<file path="src/rtl/manifest_json_field_parser_defines.svh">
// ---------------------------------------------------------------------------
// Assertion macros for the manifest parser.
// Each macro expects signals named clk and rst_n in the module that uses it.
// ---------------------------------------------------------------------------
`ifndef MANIFEST_JSON_FIELD_PARSER_DEFINES_SVH
`define MANIFEST_JSON_FIELD_PARSER_DEFINES_SVH

`ifndef SYNTH

// Same-cycle implication, disabled while in reset.
`define MFP_ASSERT_NOW(lbl, ante, cons, msg) \
  lbl: assert property (@(posedge clk) disable iff (!rst_n) (ante) |-> (cons)) \
    else $error(msg);

// Next-cycle implication, disabled while in reset.
`define MFP_ASSERT_NEXT(lbl, ante, cons, msg) \
  lbl: assert property (@(posedge clk) disable iff (!rst_n) (ante) |=> (cons)) \
    else $error(msg);

`else

`define MFP_ASSERT_NOW(lbl, ante, cons, msg)
`define MFP_ASSERT_NEXT(lbl, ante, cons, msg)

`endif

`endif

</file>
<file path="src/rtl/mfp_pkg.sv">
// ---------------------------------------------------------------------------
// mfp_pkg
// Shared types, character codes and key tables of the manifest parser.
// ---------------------------------------------------------------------------
package mfp_pkg;

  localparam int BYTE_W      = 8;
  localparam int FIELD_W     = 2;
  localparam int CNT_W       = 10;
  localparam int QUEUE_DEPTH = 2;

  // Field codes. FIELD_OTHER marks a key that is none of the known three.
  localparam logic [FIELD_W-1:0] FIELD_VERSION = 2'd0;
  localparam logic [FIELD_W-1:0] FIELD_URL     = 2'd1;
  localparam logic [FIELD_W-1:0] FIELD_SHA     = 2'd2;
  localparam logic [FIELD_W-1:0] FIELD_OTHER   = 2'd3;

  localparam logic [2:0] FIELDS_NONE = 3'b000;
  localparam logic [2:0] FIELDS_ALL  = 3'b111;

  // Character codes.
  localparam logic [BYTE_W-1:0] CH_NUL    = 8'h00;
  localparam logic [BYTE_W-1:0] CH_TAB    = 8'h09;
  localparam logic [BYTE_W-1:0] CH_LF     = 8'h0A;
  localparam logic [BYTE_W-1:0] CH_CR     = 8'h0D;
  localparam logic [BYTE_W-1:0] CH_SPACE  = 8'h20;
  localparam logic [BYTE_W-1:0] CH_QUOTE  = 8'h22;
  localparam logic [BYTE_W-1:0] CH_COMMA  = 8'h2C;
  localparam logic [BYTE_W-1:0] CH_SLASH  = 8'h2F;
  localparam logic [BYTE_W-1:0] CH_COLON  = 8'h3A;
  localparam logic [BYTE_W-1:0] CH_BSLASH = 8'h5C;
  localparam logic [BYTE_W-1:0] CH_LBRACE = 8'h7B;
  localparam logic [BYTE_W-1:0] CH_RBRACE = 8'h7D;

  // Key lengths of the known fields.
  localparam logic [CNT_W-1:0] KEY_LEN_VERSION = 10'd7;
  localparam logic [CNT_W-1:0] KEY_LEN_URL     = 10'd3;
  localparam logic [CNT_W-1:0] KEY_LEN_SHA     = 10'd6;

  // Byte classes found by the front end.
  typedef struct packed {
    logic quote;
    logic bslash;
    logic esc_ok;   // quote, backslash or slash: a legal escape
    logic ctrl;     // below 0x20
    logic space;
    logic lbrace;
    logic rbrace;
    logic colon;
    logic comma;
    logic hex;
    logic nul;
  } mfp_cls_t;

  typedef struct packed {
    logic [BYTE_W-1:0] data;
    logic              last;
    mfp_cls_t          cls;
  } mfp_item_t;

  // Character idx of the known key k; zero past the end of the key.
  function automatic logic [BYTE_W-1:0] key_byte(input logic [FIELD_W-1:0] k,
                                                  input logic [2:0] idx);
    logic [BYTE_W-1:0] ch;
    ch = 8'h00;
    case (k)
      FIELD_VERSION: begin
        case (idx)
          3'd0:    ch = 8'h76;  // v
          3'd1:    ch = 8'h65;  // e
          3'd2:    ch = 8'h72;  // r
          3'd3:    ch = 8'h73;  // s
          3'd4:    ch = 8'h69;  // i
          3'd5:    ch = 8'h6F;  // o
          3'd6:    ch = 8'h6E;  // n
          default: ch = 8'h00;
        endcase
      end
      FIELD_URL: begin
        case (idx)
          3'd0:    ch = 8'h75;  // u
          3'd1:    ch = 8'h72;  // r
          3'd2:    ch = 8'h6C;  // l
          default: ch = 8'h00;
        endcase
      end
      FIELD_SHA: begin
        case (idx)
          3'd0:    ch = 8'h73;  // s
          3'd1:    ch = 8'h68;  // h
          3'd2:    ch = 8'h61;  // a
          3'd3:    ch = 8'h32;  // 2
          3'd4:    ch = 8'h35;  // 5
          3'd5:    ch = 8'h36;  // 6
          default: ch = 8'h00;
        endcase
      end
      default: ch = 8'h00;
    endcase
    return ch;
  endfunction

  function automatic logic [CNT_W-1:0] key_len(input logic [FIELD_W-1:0] k);
    logic [CNT_W-1:0] len;
    case (k)
      FIELD_VERSION: len = KEY_LEN_VERSION;
      FIELD_URL:     len = KEY_LEN_URL;
      FIELD_SHA:     len = KEY_LEN_SHA;
      default:       len = '0;
    endcase
    return len;
  endfunction

endpackage

</file>
<file path="src/rtl/mfp_front.sv">
// ---------------------------------------------------------------------------
// mfp_front
// Accepts manifest bytes and tags each one with its character class.
// ---------------------------------------------------------------------------
module mfp_front
  import mfp_pkg::*;
(
  input  logic              in_valid,
  output logic              in_ready,
  input  logic [BYTE_W-1:0] in_data_byte,
  input  logic              in_last_byte,
  output logic              push_valid,
  input  logic              push_ready,
  output mfp_item_t         push_item
);

  mfp_cls_t cls;

  always_comb begin
    cls.quote  = (in_data_byte == CH_QUOTE);
    cls.bslash = (in_data_byte == CH_BSLASH);
    cls.esc_ok = (in_data_byte == CH_QUOTE) || (in_data_byte == CH_BSLASH) ||
                 (in_data_byte == CH_SLASH);
    cls.ctrl   = (in_data_byte < CH_SPACE);
    cls.space  = (in_data_byte == CH_SPACE) || (in_data_byte == CH_TAB) ||
                 (in_data_byte == CH_LF) || (in_data_byte == CH_CR);
    cls.lbrace = (in_data_byte == CH_LBRACE);
    cls.rbrace = (in_data_byte == CH_RBRACE);
    cls.colon  = (in_data_byte == CH_COLON);
    cls.comma  = (in_data_byte == CH_COMMA);
    cls.hex    = (in_data_byte >= 8'h30 && in_data_byte <= 8'h39) ||
                 (in_data_byte >= 8'h41 && in_data_byte <= 8'h46) ||
                 (in_data_byte >= 8'h61 && in_data_byte <= 8'h66);
    cls.nul    = (in_data_byte == CH_NUL);
  end

  assign in_ready          = push_ready;
  assign push_valid        = in_valid;
  assign push_item.data    = in_data_byte;
  assign push_item.last    = in_last_byte;
  assign push_item.cls     = cls;

endmodule

</file>
<file path="src/rtl/mfp_queue.sv">
// ---------------------------------------------------------------------------
// mfp_queue
// Short flip-flop queue of classified bytes between front and back end.
// ---------------------------------------------------------------------------
module mfp_queue
  import mfp_pkg::*;
#(
  parameter int DEPTH = 2
)(
  input  logic      clk,
  input  logic      rst_n,
  input  logic      push_valid,
  output logic      push_ready,
  input  mfp_item_t push_item,
  output logic      pop_valid,
  input  logic      pop_ready,
  output mfp_item_t pop_item
);

  localparam int PTR_W = (DEPTH > 1) ? $clog2(DEPTH) : 1;
  localparam int CNT_W_Q = $clog2(DEPTH + 1);
  localparam logic [PTR_W-1:0]   PTR_LAST = PTR_W'(DEPTH - 1);
  localparam logic [CNT_W_Q-1:0] CNT_FULL = CNT_W_Q'(DEPTH);

  mfp_item_t            slot_r [DEPTH];
  logic [PTR_W-1:0]     wr_ptr_r, rd_ptr_r;
  logic [CNT_W_Q-1:0]   count_r;
  logic                 do_push, do_pop;

  assign push_ready = (count_r != CNT_FULL);
  assign pop_valid  = (count_r != '0);
  assign pop_item   = slot_r[rd_ptr_r];
  assign do_push    = push_valid && push_ready;
  assign do_pop     = pop_valid && pop_ready;

  always_ff @(posedge clk) begin
    if (!rst_n) begin
      wr_ptr_r <= '0;
      rd_ptr_r <= '0;
      count_r  <= '0;
    end else begin
      if (do_push) begin
        wr_ptr_r <= (wr_ptr_r == PTR_LAST) ? '0 : wr_ptr_r + 1'b1;
      end
      if (do_pop) begin
        rd_ptr_r <= (rd_ptr_r == PTR_LAST) ? '0 : rd_ptr_r + 1'b1;
      end
      if (do_push && !do_pop) begin
        count_r <= count_r + 1'b1;
      end else if (!do_push && do_pop) begin
        count_r <= count_r - 1'b1;
      end
    end
  end

  always_ff @(posedge clk) begin
    if (do_push) begin
      slot_r[wr_ptr_r] <= push_item;
    end
  end

endmodule

</file>
<file path="src/rtl/mfp_back.sv">
// ---------------------------------------------------------------------------
// mfp_back
// Parser state machine: consumes classified bytes and drives the result
// register.
// ---------------------------------------------------------------------------
`include "manifest_json_field_parser_defines.svh"

module mfp_back
  import mfp_pkg::*;
#(
  parameter int VERSION_MAX_CHARS = 32,
  parameter int URL_MAX_CHARS     = 256,
  parameter int KEY_MAX_CHARS     = 31,
  parameter int OTHER_MAX_CHARS   = 511,
  parameter int DIGEST_HEX_CHARS  = 64
)(
  input  logic               clk,
  input  logic               rst_n,
  input  logic               pop_valid,
  output logic               pop_ready,
  input  mfp_item_t          pop_item,
  output logic               out_valid,
  input  logic               out_ready,
  output logic               out_is_verdict,
  output logic [FIELD_W-1:0] out_field_id,
  output logic [BYTE_W-1:0]  out_value_byte,
  output logic               out_accepted
);

  typedef enum logic [3:0] {
    ST_OPEN, ST_FIRST, ST_KEY, ST_KEY_ESC, ST_COLON, ST_VAL_Q,
    ST_VAL, ST_VAL_ESC, ST_NEXT, ST_KEY_Q, ST_DONE, ST_ERR
  } phase_t;

  localparam logic [CNT_W-1:0] VER_LIM   = CNT_W'(VERSION_MAX_CHARS);
  localparam logic [CNT_W-1:0] URL_LIM   = CNT_W'(URL_MAX_CHARS);
  localparam logic [CNT_W-1:0] KEY_LIM   = CNT_W'(KEY_MAX_CHARS);
  localparam logic [CNT_W-1:0] OTHER_LIM = CNT_W'(OTHER_MAX_CHARS);
  localparam logic [CNT_W-1:0] SHA_LIM   = CNT_W'(DIGEST_HEX_CHARS);

  phase_t              phase_r, phase_nxt;
  logic [CNT_W-1:0]    cnt_r, cnt_nxt;
  logic [2:0]          cand_r, cand_nxt;
  logic [FIELD_W-1:0]  field_r, field_nxt;
  logic [2:0]          seen_r, seen_nxt;
  logic                sha_ok_r, sha_ok_nxt;
  logic                emit;

  logic                out_valid_r, out_is_verdict_r, out_accepted_r;
  logic [FIELD_W-1:0]  out_field_id_r;
  logic [BYTE_W-1:0]   out_value_byte_r;

  logic                pop;
  logic [CNT_W-1:0]    val_lim;
  logic                kc_err, vc_err;
  logic [2:0]          kc_cand;
  logic [FIELD_W-1:0]  close_field;
  logic                close_dup;
  logic                verdict_ok;

  assign pop_ready = !out_valid_r || out_ready;
  assign pop       = pop_valid && pop_ready;

  // Helpers for key characters, key close and value characters.
  always_comb begin
    kc_err = (cnt_r >= KEY_LIM);
    for (int k = 0; k < 3; k++) begin
      kc_cand[k] = cand_r[k] && (cnt_r < key_len(FIELD_W'(k))) &&
                   (key_byte(FIELD_W'(k), cnt_r[2:0]) == pop_item.data);
    end
    close_field = FIELD_OTHER;
    for (int k = 0; k < 3; k++) begin
      if (cand_r[k] && (cnt_r == key_len(FIELD_W'(k)))) begin
        close_field = FIELD_W'(k);
      end
    end
    close_dup = (close_field != FIELD_OTHER) && seen_r[close_field];
    case (field_r)
      FIELD_VERSION: val_lim = VER_LIM;
      FIELD_URL:     val_lim = URL_LIM;
      FIELD_SHA:     val_lim = SHA_LIM;
      default:       val_lim = OTHER_LIM;
    endcase
    vc_err = (cnt_r >= val_lim);
  end

  // Next parser state for the byte at the queue head.
  always_comb begin
    phase_nxt  = phase_r;
    cnt_nxt    = cnt_r;
    cand_nxt   = cand_r;
    field_nxt  = field_r;
    seen_nxt   = seen_r;
    sha_ok_nxt = sha_ok_r;
    emit       = 1'b0;
    if (!(pop_item.last && pop_item.cls.nul)) begin
      case (phase_r)
        ST_OPEN: begin
          if (pop_item.cls.lbrace) phase_nxt = ST_FIRST;
          else if (!pop_item.cls.space) phase_nxt = ST_ERR;
        end
        ST_FIRST, ST_KEY_Q: begin
          if (pop_item.cls.rbrace && phase_r == ST_FIRST) begin
            phase_nxt = ST_DONE;
          end else if (pop_item.cls.quote) begin
            phase_nxt = ST_KEY;
            cnt_nxt   = '0;
            cand_nxt  = FIELDS_ALL;
          end else if (!pop_item.cls.space) begin
            phase_nxt = ST_ERR;
          end
        end
        ST_KEY, ST_KEY_ESC: begin
          if (phase_r == ST_KEY && pop_item.cls.quote) begin
            if (close_dup) begin
              phase_nxt = ST_ERR;
            end else begin
              field_nxt = close_field;
              cnt_nxt   = '0;
              cand_nxt  = FIELDS_ALL;
              phase_nxt = ST_COLON;
            end
          end else if (phase_r == ST_KEY && pop_item.cls.bslash) begin
            phase_nxt = ST_KEY_ESC;
          end else if ((phase_r == ST_KEY && pop_item.cls.ctrl) ||
                       (phase_r == ST_KEY_ESC && !pop_item.cls.esc_ok) || kc_err) begin
            phase_nxt = ST_ERR;
          end else begin
            cand_nxt  = kc_cand;
            cnt_nxt   = cnt_r + 1'b1;
            phase_nxt = ST_KEY;
          end
        end
        ST_COLON: begin
          if (pop_item.cls.colon) phase_nxt = ST_VAL_Q;
          else if (!pop_item.cls.space) phase_nxt = ST_ERR;
        end
        ST_VAL_Q: begin
          if (pop_item.cls.quote) begin
            phase_nxt = ST_VAL;
            cnt_nxt   = '0;
          end else if (!pop_item.cls.space) begin
            phase_nxt = ST_ERR;
          end
        end
        ST_VAL, ST_VAL_ESC: begin
          if (phase_r == ST_VAL && pop_item.cls.quote) begin
            if (field_r != FIELD_OTHER) begin
              seen_nxt[field_r] = 1'b1;
              if (field_r == FIELD_SHA && cnt_r != SHA_LIM) sha_ok_nxt = 1'b0;
            end
            cnt_nxt   = '0;
            phase_nxt = ST_NEXT;
          end else if (phase_r == ST_VAL && pop_item.cls.bslash) begin
            phase_nxt = ST_VAL_ESC;
          end else if ((phase_r == ST_VAL && pop_item.cls.ctrl) ||
                       (phase_r == ST_VAL_ESC && !pop_item.cls.esc_ok) || vc_err) begin
            phase_nxt = ST_ERR;
          end else begin
            cnt_nxt   = cnt_r + 1'b1;
            phase_nxt = ST_VAL;
            if (field_r == FIELD_SHA && !pop_item.cls.hex) sha_ok_nxt = 1'b0;
            emit      = (field_r != FIELD_OTHER);
          end
        end
        ST_NEXT: begin
          if (pop_item.cls.comma) phase_nxt = ST_KEY_Q;
          else if (pop_item.cls.rbrace) phase_nxt = ST_DONE;
          else if (!pop_item.cls.space) phase_nxt = ST_ERR;
        end
        ST_DONE: phase_nxt = ST_DONE;
        default: phase_nxt = ST_ERR;
      endcase
    end
  end

  assign verdict_ok = (phase_nxt == ST_DONE) && (seen_nxt == FIELDS_ALL) && sha_ok_nxt;

  always_ff @(posedge clk) begin
    if (!rst_n) begin
      phase_r     <= ST_OPEN;
      cnt_r       <= '0;
      cand_r      <= FIELDS_ALL;
      field_r     <= FIELD_VERSION;
      seen_r      <= FIELDS_NONE;
      sha_ok_r    <= 1'b1;
      out_valid_r <= 1'b0;
    end else if (pop) begin
      if (pop_item.last) begin
        phase_r          <= ST_OPEN;
        cnt_r            <= '0;
        cand_r           <= FIELDS_ALL;
        field_r          <= FIELD_VERSION;
        seen_r           <= FIELDS_NONE;
        sha_ok_r         <= 1'b1;
        out_valid_r      <= 1'b1;
        out_is_verdict_r <= 1'b1;
        out_field_id_r   <= FIELD_VERSION;
        out_value_byte_r <= '0;
        out_accepted_r   <= verdict_ok;
      end else begin
        phase_r          <= phase_nxt;
        cnt_r            <= cnt_nxt;
        cand_r           <= cand_nxt;
        field_r          <= field_nxt;
        seen_r           <= seen_nxt;
        sha_ok_r         <= sha_ok_nxt;
        out_valid_r      <= emit;
        out_is_verdict_r <= 1'b0;
        out_field_id_r   <= field_r;
        out_value_byte_r <= pop_item.data;
        out_accepted_r   <= 1'b0;
      end
    end else if (out_ready) begin
      out_valid_r <= 1'b0;
    end
  end

  assign out_valid      = out_valid_r;
  assign out_is_verdict = out_is_verdict_r;
  assign out_field_id   = out_field_id_r;
  assign out_value_byte = out_value_byte_r;
  assign out_accepted   = out_accepted_r;

  `MFP_ASSERT_NEXT(a_last_gives_verdict, pop && pop_item.last, out_valid_r && out_is_verdict_r, "final byte did not produce a verdict")
  `MFP_ASSERT_NEXT(a_last_resets_state, pop && pop_item.last, phase_r == ST_OPEN && seen_r == FIELDS_NONE && sha_ok_r, "parser state not cleared after verdict")
  `MFP_ASSERT_NEXT(a_error_swallows, phase_r == ST_ERR && pop && !pop_item.last, phase_r == ST_ERR && !out_valid_r, "byte after an error left the error state or produced a result")
  `MFP_ASSERT_NOW(a_char_is_known_field, out_valid_r && !out_is_verdict_r, out_field_id_r != FIELD_OTHER && !out_accepted_r, "value character tagged with an unknown field")

endmodule

</file>
<file path="src/rtl/manifest_json_field_parser.sv">
// ---------------------------------------------------------------------------
// manifest_json_field_parser
// Streaming checker and field extractor for a flat JSON manifest of strings.
// ---------------------------------------------------------------------------
//
//   Channel  Handshake            Payload
//   -------  -------------------  -------------------------------------------------
//   input    in_valid/in_ready    in_data_byte, in_last_byte
//   result   out_valid/out_ready  out_is_verdict, out_field_id, out_value_byte,
//                                 out_accepted
//
// One byte is accepted per cycle while the queue has room; the parser updates its
// state for each byte it pops. A byte's result is registered in the output register
// after the byte has passed through the two-entry queue, behind any entries ahead of it.
// Reset is synchronous and active low: it empties the queue, drops any pending
// result and returns the parser to waiting for an opening brace.
// A stalled result side fills the output register, then the queue, then drops in_ready.
//
// The front end tags each byte with its character class (quote, backslash,
// whitespace, structural characters, hex digit, control byte, NUL). The back
// end walks the object grammar: keys are matched against version, url and
// sha256 one character at a time, and characters of known values are emitted
// as value transactions tagged with their field. A repeated known key, an
// over-long key or value, a bad escape, a raw control byte or a misplaced
// token sends the parser to an error state that swallows everything up to
// the final byte. The final byte always yields a verdict transaction; a final
// NUL is dropped first. Accept needs a closed object, all three fields and a
// sha256 value of exactly DIGEST_HEX_CHARS hex digits.
// ---------------------------------------------------------------------------
module manifest_json_field_parser
  import mfp_pkg::*;
#(
  parameter int VERSION_MAX_CHARS = 32,
  parameter int URL_MAX_CHARS     = 256,
  parameter int KEY_MAX_CHARS     = 31,
  parameter int OTHER_MAX_CHARS   = 511,
  parameter int DIGEST_HEX_CHARS  = 64
)(
  input  logic               clk,
  input  logic               rst_n,
  input  logic               in_valid,
  output logic               in_ready,
  input  logic [BYTE_W-1:0]  in_data_byte,
  input  logic               in_last_byte,
  output logic               out_valid,
  input  logic               out_ready,
  output logic               out_is_verdict,
  output logic [FIELD_W-1:0] out_field_id,
  output logic [BYTE_W-1:0]  out_value_byte,
  output logic               out_accepted
);

  // Classified byte on its way into the queue.
  logic      push_valid, push_ready;
  mfp_item_t push_item;

  // Head of the queue as seen by the parser.
  logic      pop_valid, pop_ready;
  mfp_item_t pop_item;

  mfp_front u_front (
    .in_valid     (in_valid),
    .in_ready     (in_ready),
    .in_data_byte (in_data_byte),
    .in_last_byte (in_last_byte),
    .push_valid   (push_valid),
    .push_ready   (push_ready),
    .push_item    (push_item)
  );

  // The queue lets the classifier keep accepting while the result register
  // waits on the downstream side.
  mfp_queue #(
    .DEPTH (QUEUE_DEPTH)
  ) u_queue (
    .clk        (clk),
    .rst_n      (rst_n),
    .push_valid (push_valid),
    .push_ready (push_ready),
    .push_item  (push_item),
    .pop_valid  (pop_valid),
    .pop_ready  (pop_ready),
    .pop_item   (pop_item)
  );

  // The parser owns all grammar state and the registered result.
  mfp_back #(
    .VERSION_MAX_CHARS (VERSION_MAX_CHARS),
    .URL_MAX_CHARS     (URL_MAX_CHARS),
    .KEY_MAX_CHARS     (KEY_MAX_CHARS),
    .OTHER_MAX_CHARS   (OTHER_MAX_CHARS),
    .DIGEST_HEX_CHARS  (DIGEST_HEX_CHARS)
  ) u_back (
    .clk            (clk),
    .rst_n          (rst_n),
    .pop_valid      (pop_valid),
    .pop_ready      (pop_ready),
    .pop_item       (pop_item),
    .out_valid      (out_valid),
    .out_ready      (out_ready),
    .out_is_verdict (out_is_verdict),
    .out_field_id   (out_field_id),
    .out_value_byte (out_value_byte),
    .out_accepted   (out_accepted)
  );

endmodule

</file>
<file path="config.mk">
export PLATFORM = sky130hd
export DESIGN_NAME = manifest_json_field_parser
export DESIGN_NICKNAME = d
export VERILOG_FILES = /design/src/rtl/mfp_pkg.sv /design/src/rtl/mfp_front.sv /design/src/rtl/mfp_queue.sv /design/src/rtl/mfp_back.sv /design/src/rtl/manifest_json_field_parser.sv
export VERILOG_INCLUDE_DIRS = /design/src /design/src/rtl
export SDC_FILE = /design/constraint.sdc
export NUM_CORES = 1
export LEC_CHECK = 0
export BUFFER_PORTS_ARGS = -buffer_cell sky130_fd_sc_hd__buf_2
export CELL_PAD_IN_SITES_DETAIL_PLACEMENT = 1
export CELL_PAD_IN_SITES_GLOBAL_PLACEMENT = 1
export CORE_MARGIN = 2
export CORE_UTILIZATION = 40
export CTS_CLUSTER_DIAMETER = 50
export CTS_CLUSTER_SIZE = 40
export DETAILED_ROUTE_END_ITERATION = 10
export PLACE_DENSITY_LB_ADDON = 0.1
export SYNTH_ARGS = -nofsm -noshare
export SYNTH_HDL_FRONTEND = slang
export SYNTH_SLANG_ARGS = --single-unit
export TNS_END_PERCENT = 5
</file>
<file path="constraint.sdc">
create_clock -name clk -period 2.8 [get_ports clk]
set_input_delay 0.42 -clock clk [delete_from_list [all_inputs] [get_ports clk]]
set_output_delay 0.42 -clock clk [all_outputs]
set_load 0.01 [all_outputs]
</file>
==> summary.md, run 1 <==
| Metric | Value |
|---|---|
| Status | complete, no violations |
| Worst hold stages | 1 |
| Initial Utilization | 40.6% |
| Initial antenna violation count | 0 |
| Synth Instances | between 500 and 600 |
| Post-synth EDFFs | 52 |
| Worst EP required | roughly 3.1 ns |
| RSZ-0062 raised after global routing | true |
| Fmax | approximately 0.38 GHz |
| Hold Crit Class | in -> reg |
| Clock transition at path regs | ~0.060 ns |
| Total CTS buffers | 9 |
| Slew @ Worst Pin | approximately 0.48 ns |
| Via density | between 5 and 6 |
| Final Hold Viols | 0 |
| Mean routed wirelength per cell | about 19 µm |
| Synth Cell Area | 4830 µm² |
| Reg2reg path depth | 11 |
| Antenna-violating nets left | 0 |
| Total Routing Usage GR | 22.0% |
| TritonCTS clock tree | built |
| Crit-path max FO | 7 |
| Clock tree sinks | slightly above 80 |
| CP Class | reg -> reg |
| Root Buffer | clkbuf_16 |
| Mean Syn Cell Area | 9.45 µm² |
| Maximum vdd drop | around 0.5 mV |
| Synth top area share | about a third |
| Clock skew | roughly 0.013 ns |
| Fin crit share | about 94% |
| # setup viols final | 0 |
| Min cycle time layout | 2.65 ns |
| Pwr Total | about 0.0046 W |
| Cell breakdown of the critical path | ha_4 -> clkinvlp_4 -> ha_1 -> nor4bb_1 -> o21ai_1 -> o2111ai_1 -> a21o_1 -> a31o_4 -> nand3_4 -> or4_1 -> a21oi_1 |
| Fin cells | 716 |
| Startpoint type of the worst setup path | register |
| Post-synth top flop | edfxtp_1 |
| DRT iter0 DRCs | 335 |
| Maximum clock insertion buffer count | 2 |
| DP Area | between 5000 and 6000 µm² |
| Max Cap Violations | 0 |
| Core area | ~12000 µm² |
| Fin. max-slew vios | 0 |
| Post-synthesis sequential area ratio | 44.3% |
| Vias in the first global route | roughly 4300 |
| Clk_lat worst skew | 0.35 ns |
| P_leak | between 2 and 2.5 nW |
| Filler Cell Count | ~1400 |
| Diodes inserted | 0 |
| Worst slew margin | approximately 67% |
| Post-route setup slack | approximately 0.15 ns |
| Worst R2R Setup Slack | 0.15 ns |
| DR DRC count | 0 |
| Largest net degree at the start of global routing | 22 |
| Layout Utilization | roughly 47% |
| Design Area, Final | 5660 µm² |
| DIE WIDTH | between 100 and 150 µm |
| I/O pin total | 27 |
| Chip height | approximately 110 µm |
| Global placement routability congestion | a little under 0.9 |
| First-pass GRT wire length | ~22 mm |
| Critical Path Slowest Stage Cell | or4_1 |
| Area delta synth->final | 17.1% |
| Flops & latches, synth | 81 |
| Start of the worst register-to-register path | u_back.field_r[0] |
| R2R Path End | u_back.cnt_r[3] |
| Cell Pwr Density | around 810 nW/µm² |
| Total Routed Length | 13.5 mm |
| Grt total ovfl | 0 |
| Placed insts | 696 |
| Synth area leaders | edfxtp_1 32%, dfxtp_1 12%, nor2_1 5.4%, ha_1 4.7%, o21ai_0 3.8% |
| Fin nets | a little under 600 |
| Dominant cell type by area after synthesis | edfxtp_1 |
| Standard-cell rows | 40 |
| Crit path largest cell delay | 0.49 ns |
| Initial DRT Pass Iterations | 4 |
| Most frequent cells after synthesis | 70 x nor2_1, 52 x edfxtp_1, 37 x o21ai_0 |
| Ys Warns | 0 |
| Syn Nets | ~540 |
| Die ar. | between 10000 and 15000 µm² |
| Most common cell in the netlist | nor2_1 |
| Netlist cell types | 75 |
| Fraction of registers with async set/reset | 0% |
| Layout cells sized above 1 | between 20% and 30% |
| Via count | just over 4000 |
| H-tree lvl count | 3 |
| DP Worst Slack | -0.0895 ns |
| Port Buffers | 26 |
| Worst hold path startpoint | in_last_byte |
| WP data arrival | ~3 ns |
| Hold endpoint | u_queue.slot_r[1][11] |
| Detail Placement HPWL | 10.1 mm |
| Setup crit end kind | register |
## placed cells by master (no fill, tap or decap), drive strengths merged, types with 7 or more instances in the layout
master  netlist  final
edfxtp       52     52
a31oi         9      9
and3          8      8
inv          19     20
nor2         71     71
a21oi        31     31
mux2i        18     18
ha           18     18
o21ai        43     43
clkbuf       17      9
nand2b        9      9
nand2        32     32
dfxtp        29     29
nand3        19     19
nor4          7      7
nand4         8      8
nor3         11     11
buf           7     67
## per-layer routing
layer / vias up / track usage (%) / wire length [µm]
li1: 2007 / - / -
met1: 2034 / 29.2 / 6330
met2: 50 / 36.4 / 6450
met3: 24 / 3.67 / 374
met4: 0 / 7.97 / 307
met5: - / 0 / 0
## metrics by stage
stage	setup TNS, ns	hold slack (ns)
after floorplan	0	0.446
after global placement	0	0.484
after detailed placement	-0.361	0.497
after CTS	0	0.253
after global routing	-0.0594	0.256
final	0	0.260
## what timing repair did
item / CTS / global route
hold buffers: 0 / 0
setup endpoints to repair: 5 / 10
setup buffers: 1 / 3
resized for setup: 3 / 11
pin swaps: 1 / 2
cloned: 0 / 0
## sequential cells by signal, indices dropped and copies added (netlist names), 2 cells and up, named ones only
signal,flops
u_queue.slot_r,40
u_back.cnt_r,10
u_back.out_value_byte,8
u_back.phase_r,4
u_back.cand_r,3
u_back.seen_r,3
u_back.field_r,2
u_back.out_field_id,2
u_queue.count_r,2
## how the worst max path moves through the flow
| stage | startpoint | end | slack, ns | depth (start not counted) |
|---|---|---|---|---|
| floorplan | u_back.cnt_r[0] | u_back.out_accepted | 0.19 | 10 |
| global placement | u_back.field_r[0] | u_back.cnt_r[3] | 0.04 | 11 |
| detailed placement | u_back.field_r[0] | u_back.cnt_r[3] | -0.09 | 11 |
| CTS | u_back.field_r[1] | u_back.cnt_r[3] | 0.007 | 11 |
| global route | u_back.field_r[0] | u_back.cnt_r[3] | -0.04 | 11 |
| finish | u_back.field_r[0] | u_back.cnt_r[3] | 0.15 | 11 |
## power breakdown
part / total, W / internal, W / switching [W]
clock: 0.00121 / 0.000697 / 0.000515
combinational: 0.00180 / 0.000697 / 0.00110
sequential: 0.00159 / 0.00149 / 0.000102
total: 0.00461 / 0.00289 / 0.00172
## area by class of cell
class	instances	area [µm²]	area share, %
Inverter	20	78.8	1.39
Clock buffer	9	225	3.98
Timing Repair Buffer	67	438	7.74
Multi-Input combinational cell	385	2500	44.3
Clock inverter	7	76.3	1.35
Sequential cell	81	2150	38.0
Tap cell	147	184	3.25
## critical path, delay by kind of cell, from the launching register on
kind | cells | cell delay [ns]
flip-flops | 1 | 0.37
buffers and inverters | 1 | 0.13
AO/OA/AOI/OAI | 5 | 0.78
adder cells (fa/ha/maj) | 2 | 0.38
AND/OR/NAND/NOR | 3 | 0.89
## cell families (layout without fill, tap and decap cells)
logic type               count (synthesis)  count (layout)  share of synthesized area, %
AND/OR/NAND/NOR                        203             203                          22.2
AO/OA/AOI/OAI                          132             132                          17.5
flip-flops                              81              81                          44.3
buffers and inverters                   45             103                          4.64
multiplexers                            22              22                          4.89
adder cells (fa/ha/maj)                 18              18                          4.66
XOR/XNOR                                10              10                          1.81
Power figures use the tool's default switching activity.
==> inputs of run 2 (changes only) <==
--- a/config.mk
+++ b/config.mk
@@ -14,6 +14,7 @@
 export CTS_CLUSTER_DIAMETER = 50
 export CTS_CLUSTER_SIZE = 40
 export DETAILED_ROUTE_END_ITERATION = 10
+export GPL_TIMING_DRIVEN = 0
 export PLACE_DENSITY_LB_ADDON = 0.1
 export SYNTH_ARGS = -nofsm -noshare
 export SYNTH_HDL_FRONTEND = slang
==> constraint.sdc (replaced) <==
create_clock -name clk -period 3 [get_ports clk]
set_input_delay 0.45 -clock clk [delete_from_list [all_inputs] [get_ports clk]]
set_output_delay 0.45 -clock clk [all_outputs]
set_load 0.01 [all_outputs]
==> summary.md, run 2 (synthesis gave the netlist of run 1 again) <==
| Metric | Value |
|---|---|
| DP Worst Slack | -0.157 ns (was -0.0895 ns) |
| TritonCTS clock tree | built (unchanged) |
| DR DRC count | 0 (unchanged) |
| Largest register FFs | 40 (unchanged) |
| Commonest non-fill, non-tap cell in the layout | nor2_1 (unchanged) |
| Antenna-violating nets left | 0 (unchanged) |
| H-tree lvl count | 3 (unchanged) |
| Largest net degree at the start of global routing | 21 (was 22) |
| I/O pin total | 27 (unchanged) |
| Die ar. | 13000 µm² (unchanged) |
| # setup viols final | 0 (unchanged) |
| CP delay by family, top | compound AO/OA/AOI/OAI gates (was simple AND/OR/NAND/NOR gates) |
| Port Buffers | 26 (unchanged) |
| Grt total ovfl | 0 (unchanged) |
| First-pass GRT wire length | 22.0 mm (was 22.3 mm) |
| Via density | 5.75 (about the same) |
| Min cycle time layout | 2.80 ns (was 2.65 ns) |
| Fin nets | 580 (was 595) |
| Critical Path Slowest Stage Cell | or3b_2 (was or4_1) |
| Met2 wire length | 6.56 mm (was 6.45 mm) |
| Total CTS buffers | 9 (unchanged) |
| Fin. max-slew vios | 0 (unchanged) |
| Crit path largest cell delay | 0.46 ns (was 0.49 ns) |
| Initial DRT Pass Iterations | 4 (unchanged) |
| CP Depth | 11 (unchanged) |
| Worst hold stages | 1 (unchanged) |
| Top Metal Used | met4 (unchanged) |
| Clock tree sinks | 81 (unchanged) |
| Total Routing Usage GR | 21.8% (was 22.0%) |
| WP data arrival | 3.07 ns (was 2.92 ns) |
| Fmax | 0.358 GHz (was 0.378 GHz) |
| Core area | 11900 µm² (unchanged) |
| Most frequent cells in the layout | 69 x nor2_1, 52 x edfxtp_1, 35 x o21ai_0, 32 x nand2_1, 30 x a21oi_1 (was 70 x nor2_1, 52 x edfxtp_1, 41 x buf_4, 34 x o21ai_0, 32 x nand2_1) |
| Hold buffers post-CTS | 0 (unchanged) |
| Hold Crit Class | in -> reg (unchanged) |
| Mean routed wirelength per cell | 19.1 µm (was 18.8 µm) |
| DIE WIDTH | 114 µm (unchanged) |
| Setup crit end kind | register (unchanged) |
| Crit-path max FO | 7 (unchanged) |
| CP Class | reg -> reg (unchanged) |
| Initial Utilization | 40.6% (unchanged) |
| Initial antenna violation count | 0 (unchanged) |
| Total Routed Length | 13.4 mm (was 13.5 mm) |
| Area delta synth->final | 14.7% (was 17.1%) |
| Via count | 4028 (was 4115) |
| Maximum vdd drop | 0.448 mV (was 0.515 mV) |
| Filler Cell Count | 1383 (was 1392) |
| Max Cap Violations | 0 (unchanged) |
| DR WL met3 | 363 µm (was 374 µm) |
| Status | complete, no violations (unchanged) |
| Post-route setup slack | 0.204 ns (was 0.155 ns) |
| Clk_lat worst skew | 0.35 ns (about the same) |
| RSZ-0062 raised after global routing | false (was true) |
| Root Buffer | clkbuf_16 (unchanged) |
| Clock skew | 0.0105 ns (was 0.0134 ns) |
| DRT iter0 DRCs | 246 (was 335) |
| Chip height | 114 µm (unchanged) |
| P_leak | 1.98 nW (was 2.08 nW) |
| Vias in the first global route | 4148 (was 4290) |
| Layout cells sized above 1 | 16.2% (was 20.6%) |
| Diodes inserted | 0 (unchanged) |
| Pwr Total | 0.00440 W (was 0.00461 W) |
| Most flops, register | u_queue.slot_r (unchanged) |
| Final Hold Viols | 0 (unchanged) |
| Clock transition at path regs | 0.07 ns (was 0.06 ns) |
| Maximum clock insertion buffer count | 2 (unchanged) |
| Global placement routability congestion | 0.845 (was 0.884) |
| Routed met1 length | 6.31 mm (was 6.33 mm) |
| Reg2reg path depth | 11 (unchanged) |
| Standard-cell rows | 40 (unchanged) |
| Fin Setup TNS | 0 ns (unchanged) |
| Fin crit share | 93.2% (was 94.5%) |
| WP buf/inv | 1 (unchanged) |
| Cell Pwr Density | 793 nW/µm² (was 814 nW/µm²) |
| Worst EP required | 3.27 ns (was 3.08 ns) |
| Startpoint type of the worst setup path | register (unchanged) |
| Worst R2R Setup Slack | 0.20 ns (was 0.15 ns) |
| Worst slew margin | 25.5% (was 67.0%) |
| Slew @ Worst Pin | 1.11 ns (was 0.481 ns) |
| Cell breakdown of the critical path | ha_2 -> inv_1 -> ha_1 -> nor4bb_1 -> o21ai_0 -> o2111ai_1 -> a21o_1 -> a31o_2 -> nand3_4 -> or3b_2 -> a21oi_1 (was ha_4 -> clkinvlp_4 -> ha_1 -> nor4bb_1 -> o21ai_1 -> o2111ai_1 -> a21o_1 -> a31o_4 -> nand3_4 -> or4_1 -> a21oi_1) |
| Detail Placement HPWL | 9.97 mm (was 10.1 mm) |
-- run 2: cell types whose count changed in the layout (fill, tap and decap cells not counted), sizes merged --
cell | before | now
clkbuf | 9 | 26
clkinvlp | 3 | 1
dlygate4sd1 | 0 | 1
inv | 20 | 23
bufinv | 1 | 2
buf | 67 | 34
clkinv | 3 | 1
-- run 2: cell type report --
| cell class | instances | area [µm²] | area share, % |
|---|---|---|---|
| plain buffers | 25 | 149 | 2.69 |
| clock buffers | 9 | 225 | 4.07 |
| multi-input cells | 385 | 2510 | 45.3 |
| clock inverters | 7 | 108 | 1.94 |
| well taps | 147 | 184 | 3.32 |
| inverters | 20 | 76.3 | 1.38 |
| repair buffers | 27 | 145 | 2.62 |
| flip-flops and latches | 81 | 2140 | 38.7 |
-- run 2: path summary, 6_finish.rpt --
| check | start | end |
|---|---|---|
| setup / recovery | u_back.field_r[0] | u_back.cnt_r[6] |
| hold / removal | in_last_byte | u_queue.slot_r[1][11] |
| setup reg to reg | u_back.field_r[0] | u_back.cnt_r[6] |
| hold reg to reg | u_back.out_valid | u_back.out_valid |
-- run 2: routing by layer --
layer | up-vias | track usage (%)
li1 | 1975 | -
met1 | 1994 | 29.5
met2 | 47 | 36.5
met3 | 12 | 3.13
met4 | 0 | 6.26
met5 | - | 0
-- run 2: repair_timing --
item                                    4_1_cts  5_1_grt
endpoints found under the setup margin       15       11
gates resized for setup                       5        8
setup buffers                                 0        0
-- run 2: stage by stage --
stage | instances | instance area [µm²] | util, % | hold slack, ns
floorplan | 511 | 4830 | - | 0.446
global placement | 684 | 5140 | 43.2 | 0.483
detailed placement | 685 | 5160 | 43.3 | 0.490
CTS | 701 | 5510 | 46.2 | 0.295
global route | 701 | 5540 | 46.5 | 0.293
finish | 701 | 5540 | 46.5 | 0.305
-- run 2: worst reg2reg max path: cells and delay by family (launching register included) --
family	cells	cell delay, ns
flip-flops	1	0.39
AO/OA/AOI/OAI	5	0.85
buffers and inverters	1	0.15
AND/OR/NAND/NOR	3	0.85
adder cells (fa/ha/maj)	2	0.48
-- run 2: report_power, final --
| group | switching (W) | internal (W) | leakage (nW) | total (W) |
|---|---|---|---|---|
| Sequential | 0.0000747 | 0.00139 | 0.730 | 0.00147 |
| Combinational | 0.00107 | 0.000611 | 1.09 | 0.00168 |
| Clock | 0.000499 | 0.000747 | 0.160 | 0.00125 |
==> inputs of run 3 (changes only) <==
--- a/config.mk
+++ b/config.mk
@@ -18,5 +18,6 @@
 export PLACE_DENSITY_LB_ADDON = 0.1
 export SYNTH_ARGS = -nofsm -noshare
 export SYNTH_HDL_FRONTEND = slang
+export SYNTH_HIERARCHICAL = 1
 export SYNTH_SLANG_ARGS = --single-unit
 export TNS_END_PERCENT = 5
==> summary.md, run 3 <==
| Metric | Value |
|---|---|
| Largest register FFs | 40 (unchanged) |
| Port Buffers | 21 (was 26) |
| # setup viols final | 0 (unchanged) |
| Ys Warns | 6 (was 0) |
| Syn Nets | 546 (was 542) |
| Initial DRT Pass Iterations | 4 (unchanged) |
| Total Routing Usage GR | 21.2% (was 21.8%) |
| Layout Utilization | 46.5% (about the same) |
| Status | complete, no violations (unchanged) |
| Clock transition at path regs | 0.06 ns (was 0.07 ns) |
| Maximum vdd drop | 0.428 mV (was 0.448 mV) |
| First-pass GRT wire length | 21.8 mm (was 22.0 mm) |
| Global placement routability congestion | 0.880 (was 0.845) |
| Antenna-violating nets left | 0 (unchanged) |
| Placed insts | 703 (was 685) |
| DRT iter0 DRCs | 173 (was 246) |
| Clock skew | 0.00930 ns (was 0.0105 ns) |
| Commonest non-fill, non-tap cell in the layout | edfxtp_1 (was nor2_1) |
| Maximum clock insertion buffer count | 2 (unchanged) |
| Clk_lat worst skew | 0.35 ns (about the same) |
| Initial Utilization | 41.2% (was 40.6%) |
| Worst slew margin | 34.9% (was 25.5%) |
| Netlist cell types | 80 (was 75) |
| Fraction of registers with async set/reset | 0% (unchanged) |
| RSZ-0062 raised after global routing | true (was false) |
| Layout cells sized above 1 | 20.1% (was 16.2%) |
| Worst R2R Setup Slack | 0.17 ns (was 0.20 ns) |
| CP startpoint | u_back/cnt_r[0] (was u_back.field_r[0]) |
| Synth area leaders | edfxtp_1 31%, dfxtp_1 12%, ha_1 4.8%, mux2_2 4.5%, nand2_1 3.8% (was edfxtp_1 32%, dfxtp_1 12%, nor2_1 5.4%, ha_1 4.7%, o21ai_0 3.8%) |
| NetSw | 0.00152 W (was 0.00164 W) |
| H-tree lvl count | 3 (unchanged) |
| Worst hold stages | 1 (unchanged) |
| Area delta synth->final | 13.0% (was 14.7%) |
| I/O pin total | 27 (unchanged) |
| Hold buffers post-CTS | 0 (unchanged) |
| WP data arrival | 3.07 ns (about the same) |
| Worst hold path startpoint | in_last_byte (unchanged) |
| Fin. max-slew vios | 0 (unchanged) |
| Start of the worst register-to-register path | u_back/cnt_r[0] (was u_back.field_r[0]) |
| DR DRC count | 0 (unchanged) |
| Root Buffer | clkbuf_16 (unchanged) |
| Register area | 2140 µm² (unchanged) |
| Worst EP required | 3.24 ns (was 3.27 ns) |
| Via density | 5.62 (was 5.75) |
| Standard-cell rows | 40 (unchanged) |
| Synth Cell Area | 4990 µm² (was 4830 µm²) |
| Most frequent cells after synthesis | 52 x edfxtp_1, 50 x nand2_1, 35 x nor2_1 (was 70 x nor2_1, 52 x edfxtp_1, 37 x o21ai_0) |
| Setup crit end kind | register (unchanged) |
| Die ar. | 13400 µm² (was 13000 µm²) |
| Vias in the first global route | 4115 (was 4148) |
| Synth Instances | 514 (was 511) |
| Post-synth top flop | edfxtp_1 (unchanged) |
| Seq pwr share | 34.5% (was 33.4%) |
| Total Routed Length | 13.2 mm (was 13.4 mm) |
| Clock tree sinks | 81 (unchanged) |
| Initial antenna violation count | 0 (unchanged) |
| Slew @ Worst Pin | 0.977 ns (was 1.11 ns) |
| Chip height | 116 µm (was 114 µm) |
| Clock power frac | 27.3% (was 28.4%) |
| Comb power frac | 38.2% (about the same) |
| Detail Placement HPWL | 9.88 mm (was 9.97 mm) |
| P_leak | 2.02 nW (was 1.98 nW) |
| Pint | 0.00267 W (was 0.00275 W) |
| Fmax | 0.353 GHz (was 0.358 GHz) |
| Max Cap Violations | 0 (unchanged) |
| Post-synth EDFFs | 52 (unchanged) |
| Hold Slack | 0.289 ns (was 0.305 ns) |
| DIE WIDTH | 116 µm (was 114 µm) |
| Crit-path max FO | 10 (was 7) |
| Fin cells | 720 (was 701) |
| Fin crit share | 94.5% (was 93.2%) |
| Design Area, Final | 5640 µm² (was 5540 µm²) |
| Via count | 4043 (was 4028) |
| Post-synthesis sequential area ratio | 42.9% (was 44.3%) |
| Flops & latches, synth | 81 (unchanged) |
| Mean routed wirelength per cell | 18.4 µm (was 19.1 µm) |
| Grt total ovfl | 0 (unchanged) |
| Cell Pwr Density | 743 nW/µm² (was 793 nW/µm²) |
| Dominant cell type by area after synthesis | edfxtp_1 (unchanged) |
| Diodes inserted | 0 (unchanged) |
| DP Area | 5300 µm² (was 5160 µm²) |
| Largest net degree at the start of global routing | 21 (unchanged) |
| Hold Crit Class | in -> reg (unchanged) |
| Filler Cell Count | 1412 (was 1383) |
| R2R Path End | u_back/cnt_r[1] (was u_back.cnt_r[6]) |
| Switching Share | 36.3% (was 37.4%) |
| Min cycle time layout | 2.83 ns (was 2.80 ns) |
| Reg2reg path depth | 11 (unchanged) |
| Most flops, register | u_queue/slot_r (was u_queue.slot_r) |
| Area of the multi-input gates | 2580 µm² (was 2510 µm²) |
| TritonCTS clock tree | built (unchanged) |
| Total CTS buffers | 9 (unchanged) |
| Startpoint type of the worst setup path | register (unchanged) |
| Core area | 12100 µm² (was 11900 µm²) |
| Synth top area share | 31.3% (was 32.3%) |
| Most common cell in the netlist | edfxtp_1 (was nor2_1) |
| Hold endpoint | u_queue/slot_r[0][11] (was u_queue.slot_r[1][11]) |
| CP Class | reg -> reg (unchanged) |
| Final Hold Viols | 0 (unchanged) |
| Most frequent cells in the layout | 52 x edfxtp_1, 50 x nand2_1, 34 x nor2_1, 28 x dfxtp_1, 27 x buf_2 (was 69 x nor2_1, 52 x edfxtp_1, 35 x o21ai_0, 32 x nand2_1, 30 x a21oi_1) |
| Mean Syn Cell Area | 9.71 µm² (was 9.45 µm²) |
| Fin nets | 579 (was 580) |
| Pwr Total | 0.00419 W (was 0.00440 W) |
==> run 3: cell types whose count changed after synthesis, sizes merged, moves of 5 or more <==
cell	before	now
a21boi	0	6
a21oi	31	18
buf	7	24
mux2	3	20
mux2i	18	4
nand2	32	50
nor2	71	35
nor2b	6	20
nor3	11	16
o21ai	43	28
o22a	0	6
or3	2	9
==> run 3: stage by stage <==
step / setup TNS [ns] / worst slack [ns]
2_1_floorplan: 0 / 0.462
3_3_place_gp: -0.567 / -0.157
3_5_place_dp: -0.842 / -0.171
4_1_cts: 0 / 0.0230
5_1_grt: -0.0234 / -0.0234
6_report: 0 / 0.165
==> run 3: critical path: stages, from the launching register on <==
cell and delay [ns]:
dfxtp_2 0.41, inv_1 0.13, ha_1 0.21, clkbuf_1 0.23, a22o_1 0.32, a32oi_2 0.29, nor4_4 0.08, o211ai_2 0.22
o2111ai_2 0.21, o21ba_1 0.23, buf_4 0.17, a22o_1 0.23
==> run 3: cells by family (layout without fill, tap and decap cells) <==
kind of cell    count (synthesis)  in the layout  share of synthesized area, %
xor+xnor                       11             11                          1.93
fa+ha+maj                      19             19                          4.77
buf+inv                        54             92                          5.69
compound gates                119            119                          16.6
simple gates                  206            206                          22.7
flops                          81             81                          42.9
mux                            24             24                          5.32
==> run 3: layout make-up <==
cell class,count,share of cell area [%]
Clock inverter,6,1.31
Tap cell,168,3.73
Multi-Input combinational cell,379,45.8
Inverter,17,1.13
Timing Repair Buffer,22,2.00
Clock buffer,10,4.06
Sequential cell,81,38.0
Buffer,37,3.91
==> run 3: timing repair <==
item / in CTS / in global routing
gates resized for setup: 2 / 6
setup endpoints to repair: 10 / 15
setup buffers: 1 / 0
pin swaps: 1 / 0
==> run 3: power groups by stage <==
stage / clock, W / combinational [W] / sequential [W]
final: 0.00114 / 0.00160 / 0.00145
after global routing: 0.00121 / 0.00176 / 0.00146
after CTS: 0.00118 / 0.00160 / 0.00145
after detailed placement: 0 / 0.00158 / 0.00147
after global placement: 0 / 0.00155 / 0.00146
after floorplan: 0 / 0.00114 / 0.00147
==> run 3: worst max path at each step <==
stage | to | slack (ns)
after detailed placement | u_back/cnt_r[4] | -0.17
after global placement | u_back/cnt_r[4] | -0.16
final | u_back/cnt_r[1] | 0.17
after floorplan | u_back/out_accepted | 0.46
after CTS | u_back/cnt_r[1] | 0.02
after global routing | u_back/cnt_r[1] | -0.02
==> run 3: metal layers <==
| layer | share of wire [%] | vias to the layer above | global-route usage, % |
|---|---|---|---|
| li1 | - | 1970 | - |
| met1 | 46 | 2011 | 27.2 |
| met2 | 50 | 52 | 36.6 |
| met3 | 3.2 | 10 | 4.71 |
| met4 | 1.0 | 0 | 5.08 |
| met5 | 0 | - | 0 |
